$ cat config.mk
export PLATFORM = sky130hd
export DESIGN_NAME = jsch_cell
export DESIGN_NICKNAME = d
export VERILOG_FILES = /design/src/sv/jsch_pkg.sv /design/src/sv/jsch_cell.sv
export SDC_FILE = /design/constraint.sdc
export NUM_CORES = 1
export LEC_CHECK = 0
export BUFFER_PORTS_ARGS = -buffer_cell sky130_fd_sc_hd__buf_2
export CAP_MARGIN = 0
export CORE_MARGIN = 5
export CORE_UTILIZATION = 40
export DETAILED_ROUTE_END_ITERATION = 8
export PLACE_DENSITY = 0.79
export SYNTH_ARGS = -nofsm -noshare
export SYNTH_HDL_FRONTEND = slang
export SYNTH_SLANG_ARGS = --single-unit
$ cat constraint.sdc
create_clock -name i_clk -period 4.85 [get_ports i_clk]
set_clock_uncertainty 0.15 [all_clocks]
set_input_delay 0.97 -clock i_clk [delete_from_list [all_inputs] [get_ports i_clk]]
set_output_delay 0.97 -clock i_clk [all_outputs]
set_load 0.01 [all_outputs]
$ cat src/sv/jsch_pkg.sv
// Shared types, codes and ordering function for the job scheduler.
package jsch_pkg;

    localparam logic [1:0] ACT_NEW     = 2'd0;
    localparam logic [1:0] ACT_FINISH  = 2'd1;
    localparam logic [1:0] ACT_QUANTUM = 2'd2;

    localparam logic [1:0] OUT_PLACED   = 2'd0;
    localparam logic [1:0] OUT_DISPATCH = 2'd1;
    localparam logic [1:0] OUT_NONE     = 2'd2;
    localparam logic [1:0] OUT_DROP     = 2'd3;

    localparam logic [2:0] POL_FCFS  = 3'd0;
    localparam logic [2:0] POL_SJF   = 3'd1;
    localparam logic [2:0] POL_PRIO  = 3'd2;
    localparam logic [2:0] POL_PPRIO = 3'd3;
    localparam logic [2:0] POL_RR    = 3'd4;

    localparam logic CFG_CORES  = 1'b0;
    localparam logic CFG_POLICY = 1'b1;

    typedef struct packed {
        logic [7:0]  urgency;
        logic [31:0] run_length;
        logic [31:0] arrival;
        logic [15:0] job_id;
    } t_entry;

    typedef struct packed {
        logic       scan;
        logic       shift;
        logic       write;
        logic [2:0] policy;
    } t_qctl;

    // true when a strictly precedes b, insertion order aside
    function automatic logic ahead(input logic [2:0] pol, input t_entry a, input t_entry b);
        logic r;
        case (pol)
            POL_SJF: begin
                if (a.run_length != b.run_length) r = a.run_length < b.run_length;
                else r = a.arrival < b.arrival;
            end
            POL_PRIO, POL_PPRIO: begin
                if (a.urgency != b.urgency) r = a.urgency < b.urgency;
                else r = a.arrival < b.arrival;
            end
            POL_RR: r = 1'b0;
            default: r = a.arrival < b.arrival;
        endcase
        return r;
    endfunction

endpackage

$ cat src/sv/jsch_cell.sv
// One wait queue cell: holds an entry, passes the running best to its neighbour.
module jsch_cell #(
    parameter int QUEUE_DEPTH = 32,
    parameter int POS         = 0
) (
    input  logic                            i_clk,
    input  logic                            i_rst_n,
    input  jsch_pkg::t_qctl                 i_ctl,
    input  logic [$clog2(QUEUE_DEPTH+1)-1:0] i_count,
    input  logic [$clog2(QUEUE_DEPTH)-1:0]  i_shift_from,
    input  logic [$clog2(QUEUE_DEPTH)-1:0]  i_wr_idx,
    input  jsch_pkg::t_entry                i_wr_data,
    input  jsch_pkg::t_entry                i_next,
    output jsch_pkg::t_entry                o_entry,
    input  logic                            i_tok_valid,
    input  jsch_pkg::t_entry                i_tok,
    input  logic [$clog2(QUEUE_DEPTH)-1:0]  i_tok_idx,
    output logic                            o_tok_valid,
    output jsch_pkg::t_entry                o_tok,
    output logic [$clog2(QUEUE_DEPTH)-1:0]  o_tok_idx
);
    localparam int QW = $clog2(QUEUE_DEPTH+1);
    localparam int QI = $clog2(QUEUE_DEPTH);
    localparam logic [QI-1:0] MY_IDX = QI'(POS);

    jsch_pkg::t_entry r_entry;
    logic             r_tok_valid;
    jsch_pkg::t_entry r_tok;
    logic [QI-1:0]    r_tok_idx;
    logic             w_occupied;
    logic             w_take;

    assign w_occupied = QW'(POS) < i_count;
    assign w_take     = w_occupied &&
                        (!i_tok_valid || jsch_pkg::ahead(i_ctl.policy, r_entry, i_tok));

    always_ff @(posedge i_clk) begin
        if (i_ctl.write && i_wr_idx == MY_IDX) begin
            r_entry <= i_wr_data;
        end else if (i_ctl.shift && MY_IDX >= i_shift_from && POS < QUEUE_DEPTH-1) begin
            r_entry <= i_next;
        end
    end

    always_ff @(posedge i_clk) begin
        if (!i_rst_n) begin
            r_tok_valid <= 1'b0;
        end else if (i_ctl.scan) begin
            r_tok_valid <= w_take || i_tok_valid;
        end
    end

    always_ff @(posedge i_clk) begin
        if (i_ctl.scan) begin
            r_tok     <= w_take ? r_entry : i_tok;
            r_tok_idx <= w_take ? MY_IDX : i_tok_idx;
        end
    end

    assign o_entry     = r_entry;
    assign o_tok_valid = r_tok_valid;
    assign o_tok       = r_tok;
    assign o_tok_idx   = r_tok_idx;
endmodule

==> run summary <==
The flow ran to the end, but the final reports show violations. The final reports fail on design-rule violations. The worst setup path is of the input port to register kind. The routed via count was 11,589; the count of unique library cells instantiated by Yosys was 49.

The number of nets handed over by synthesis was 1,544. Counting flops and latches in the post-synthesis netlist gives 182. Clock-pin slew was measured on the worst setup and hold paths at 0.07 ns. The die covers 34,400 um^2.

The buffer cell driving the clock tree root was sky130_fd_sc_hd__clkbuf_16. Setup violations remaining at the end of the flow were counted as 0. The finished cells cover 15,600 um^2. The run gives 3 as the number of antenna violations at the first check in global routing.

For this run, the top clock speed supported by timing is 262 MHz. Measured against its own limit, the worst slew margin works out to 18.1%. Dividing the synthesized area by the synthesized cell count gives 10.4 um^2.

The buffer depth of the longest clock path was 2. TritonCTS built the clock tree. The synthesized design contains 181 enable-type register cells. Final hold analysis gives a worst-case slack of 0.428 ns. The number of setup buffers added after CTS is 0. Once the floorplan was initialized, standard cells occupied 40.4% of the core. The area growth from synthesis to layout is 26.9%. The final routed wire length divided by cell count is 21.6 um. The run gives 1,179 as the synthesized netlist cell count. The layout cell share with drive strength beyond 1 was 42.9%; the largest driver fanout on the critical path was 50. The run gives 0 as the number of warnings reported in the yosys synthesis log. The logs give 0 ns for the accumulated negative setup slack and 44.3% for the share of the yosys chip area belonging to registers. The routed design has 43,400 um of wire. The region available for standard cell placement spans 30,500 um^2. The detail-routed via count per cell was 5.77. The most used flip-flop cell after synthesis is sky130_fd_sc_hd__edfxtp_1. The final period utilization came out at 78.6%. Of all flip-flops after synthesis, the portion carrying an async set or reset was 0%. The leakage power summed over all cells is 6.89 nW. The number of placement rows was 64. The detailed router finished its first iteration with 1,188 violations. The number of search-and-repair iterations in the first detailed-routing pass is 8. Final setup slack of the worst path: 1.04 ns.

The final routed DRC violation total was 1; the shortest period the worst path allows was 3.81 ns. The horizontal die dimension came out at 185 um. The logs give 51.3% for the final cell utilization of the core and 31,400 um for the final HPWL from detailed placement. The run gives 0 as the aggregate global routing overflow. For the total of cells resized after clock tree synthesis, the log shows 0. The logs give 23.9% for the global-route total usage across every layer and 0.582 ns for the setup slack at placement. Counting the fill cells in the layout gives 2,680. After detailed placement, the total cell area comes to 15,100 um^2. The min-delay analysis places its worst path in the category register to register.

For the pin with the worst max-slew slack, the measured transition is 1.22 ns. The port buffer count is 475. Setup repair after global routing left no endpoint under its margin.

The routability congestion estimate is 0.871, and the cell total after placement is 1,973. The type of destination of the critical path was a register. Entering global routing, the biggest net connects 89 pins.

IR analysis of the VDD net gives a maximum drop of 228 uV. The clock reaches the later pin of the worst-skew pair after 0.44 ns. The tools report the data required time at the worst endpoint as 4.98 ns.

The detail route stage leaves a number of antenna-violating nets equal to 0. Max-cap violations in this run came to 0. For the final max-slew violation count, the log shows 0.

From bottom edge to top edge, the die measures 185 um. The first-pass GRT wire length came out at 64,300 um. Across all register-to-register paths, the minimum setup slack is 1.17 ns. The via count of the first global-routing pass is 11,380, and the post-synthesis cell area is 12,300 um^2.

In this run, post-CTS hold repair placed 0 buffers. H-tree depth: 4. The net count of the finished layout is 1,961. Dividing total power by cell area gives a power density of 260 nW/um^2. For this design the top-level I/O count stands at 476. For the TritonCTS buffer count, the log shows 17. STA classifies the critical path startpoint as an input port. The clock drives 182 sinks. The logs give 3.94 ns for the data arrival time at the worst-slack endpoint and 2,007 for the count of non-filler cells in the finished layout. The final hold violation count was 0; the total power was 4.07 mW.
-- worst paths after layout --
path                             startpoint           to  cells after the start
worst min-delay path            o_tok_valid  o_tok_valid                      2
worst min register to register  o_tok_valid  o_tok_valid                      2
worst max register to register  o_entry[46]    o_tok[87]                      8
worst max-delay path              i_tok[46]    o_tok[87]                     10
-- area by class of cell --
type                            count  area [um^2]  area share, %
Multi-Input combinational cell    738         5870           37.5
Inverter                          162          608           3.89
Antenna cell                        2         5.00         0.0320
Sequential cell                   182         5460           34.9
Timing Repair Buffer              495         2640           16.9
Clock inverter                     14          134          0.856
Clock buffer                       18          429           2.74
Tap cell                          396          495           3.17
-- cells by family after synthesis --
group           Yosys count  share of synthesized area (%)
simple gates            246                           9.39
mux                      88                           8.04
buf+inv                 259                           8.79
flops                   182                           44.3
compound gates          333                           22.3
fa+ha+maj                71                           7.21
-- layer usage --
| layer | vias to the layer above | wire, um | global-route usage (%) |
|---|---|---|---|
| met4 | 2 | 1480 | 9.63 |
| met2 | 678 | 21600 | 40.3 |
| met1 | 5561 | 16000 | 29.9 |
| li1 | 5253 | - | - |
| met3 | 95 | 4280 | 5.34 |
| met5 | - | 13 | 0 |
-- layout by cell type, fill, tap and decap left out, types with 10 or more instances in the layout --
cell type and count:
sky130_fd_sc_hd__a21oi_1 29, sky130_fd_sc_hd__edfxtp_1 181, sky130_fd_sc_hd__o21ai_0 107, sky130_fd_sc_hd__nor2_1 13, sky130_fd_sc_hd__nand4_1 10, sky130_fd_sc_hd__inv_1 162
sky130_fd_sc_hd__clkbuf_16 17, sky130_fd_sc_hd__nand3_1 92, sky130_fd_sc_hd__buf_4 12, sky130_fd_sc_hd__nand2_1 103, sky130_fd_sc_hd__o211ai_1 19, sky130_fd_sc_hd__mux2_2 88
sky130_fd_sc_hd__ha_1 71, sky130_fd_sc_hd__o32a_1 88, sky130_fd_sc_hd__buf_2 474, sky130_fd_sc_hd__o211ai_2 70
-- critical path, cell delays in order --
cell and delay (ns):
sky130_fd_sc_hd__buf_2 0.10, sky130_fd_sc_hd__inv_1 0.04, sky130_fd_sc_hd__ha_1 0.31, sky130_fd_sc_hd__nand4_1 0.25
sky130_fd_sc_hd__or4_1 0.66, sky130_fd_sc_hd__nand3b_1 0.21, sky130_fd_sc_hd__o22a_4 0.49, sky130_fd_sc_hd__a21bo_4 0.44
sky130_fd_sc_hd__buf_12 0.23, sky130_fd_sc_hd__o211ai_1 0.20
-- sequential cells by signal, summed over array words and instances, names as in the netlist --
signal and flops:
o_tok 88, o_entry 88, o_tok_valid 1, o_tok_idx 5
-- synth_stat cells (4+ instances only) --
cell	instances	share of area [%]
sky130_fd_sc_hd__buf_1	9	0.27
sky130_fd_sc_hd__nand3_1	92	3.7
sky130_fd_sc_hd__a21oi_1	29	1.2
sky130_fd_sc_hd__edfxtp_1	181	44
sky130_fd_sc_hd__o21ai_0	107	4.3
sky130_fd_sc_hd__clkbuf_1	65	2.0
sky130_fd_sc_hd__a21o_1	4	0.24
sky130_fd_sc_hd__nor2_1	14	0.43
sky130_fd_sc_hd__ha_1	71	7.2
sky130_fd_sc_hd__buf_2	13	0.53
sky130_fd_sc_hd__nand2_1	105	3.2
sky130_fd_sc_hd__o211ai_2	70	7.1
sky130_fd_sc_hd__mux2_2	88	8.0
sky130_fd_sc_hd__buf_8	7	0.85
sky130_fd_sc_hd__o32a_1	88	7.2
sky130_fd_sc_hd__nand4_1	10	0.51
sky130_fd_sc_hd__o211ai_1	19	1.2
sky130_fd_sc_hd__and4_1	4	0.28
sky130_fd_sc_hd__inv_1	162	4.9
-- report_power, final --
part           switching, mW  internal (mW)
Sequential            0.0444           1.84
Clock                  0.633          0.754
Combinational          0.439          0.358
Total                   1.12           2.95
(Power assumes the default switching activity.)
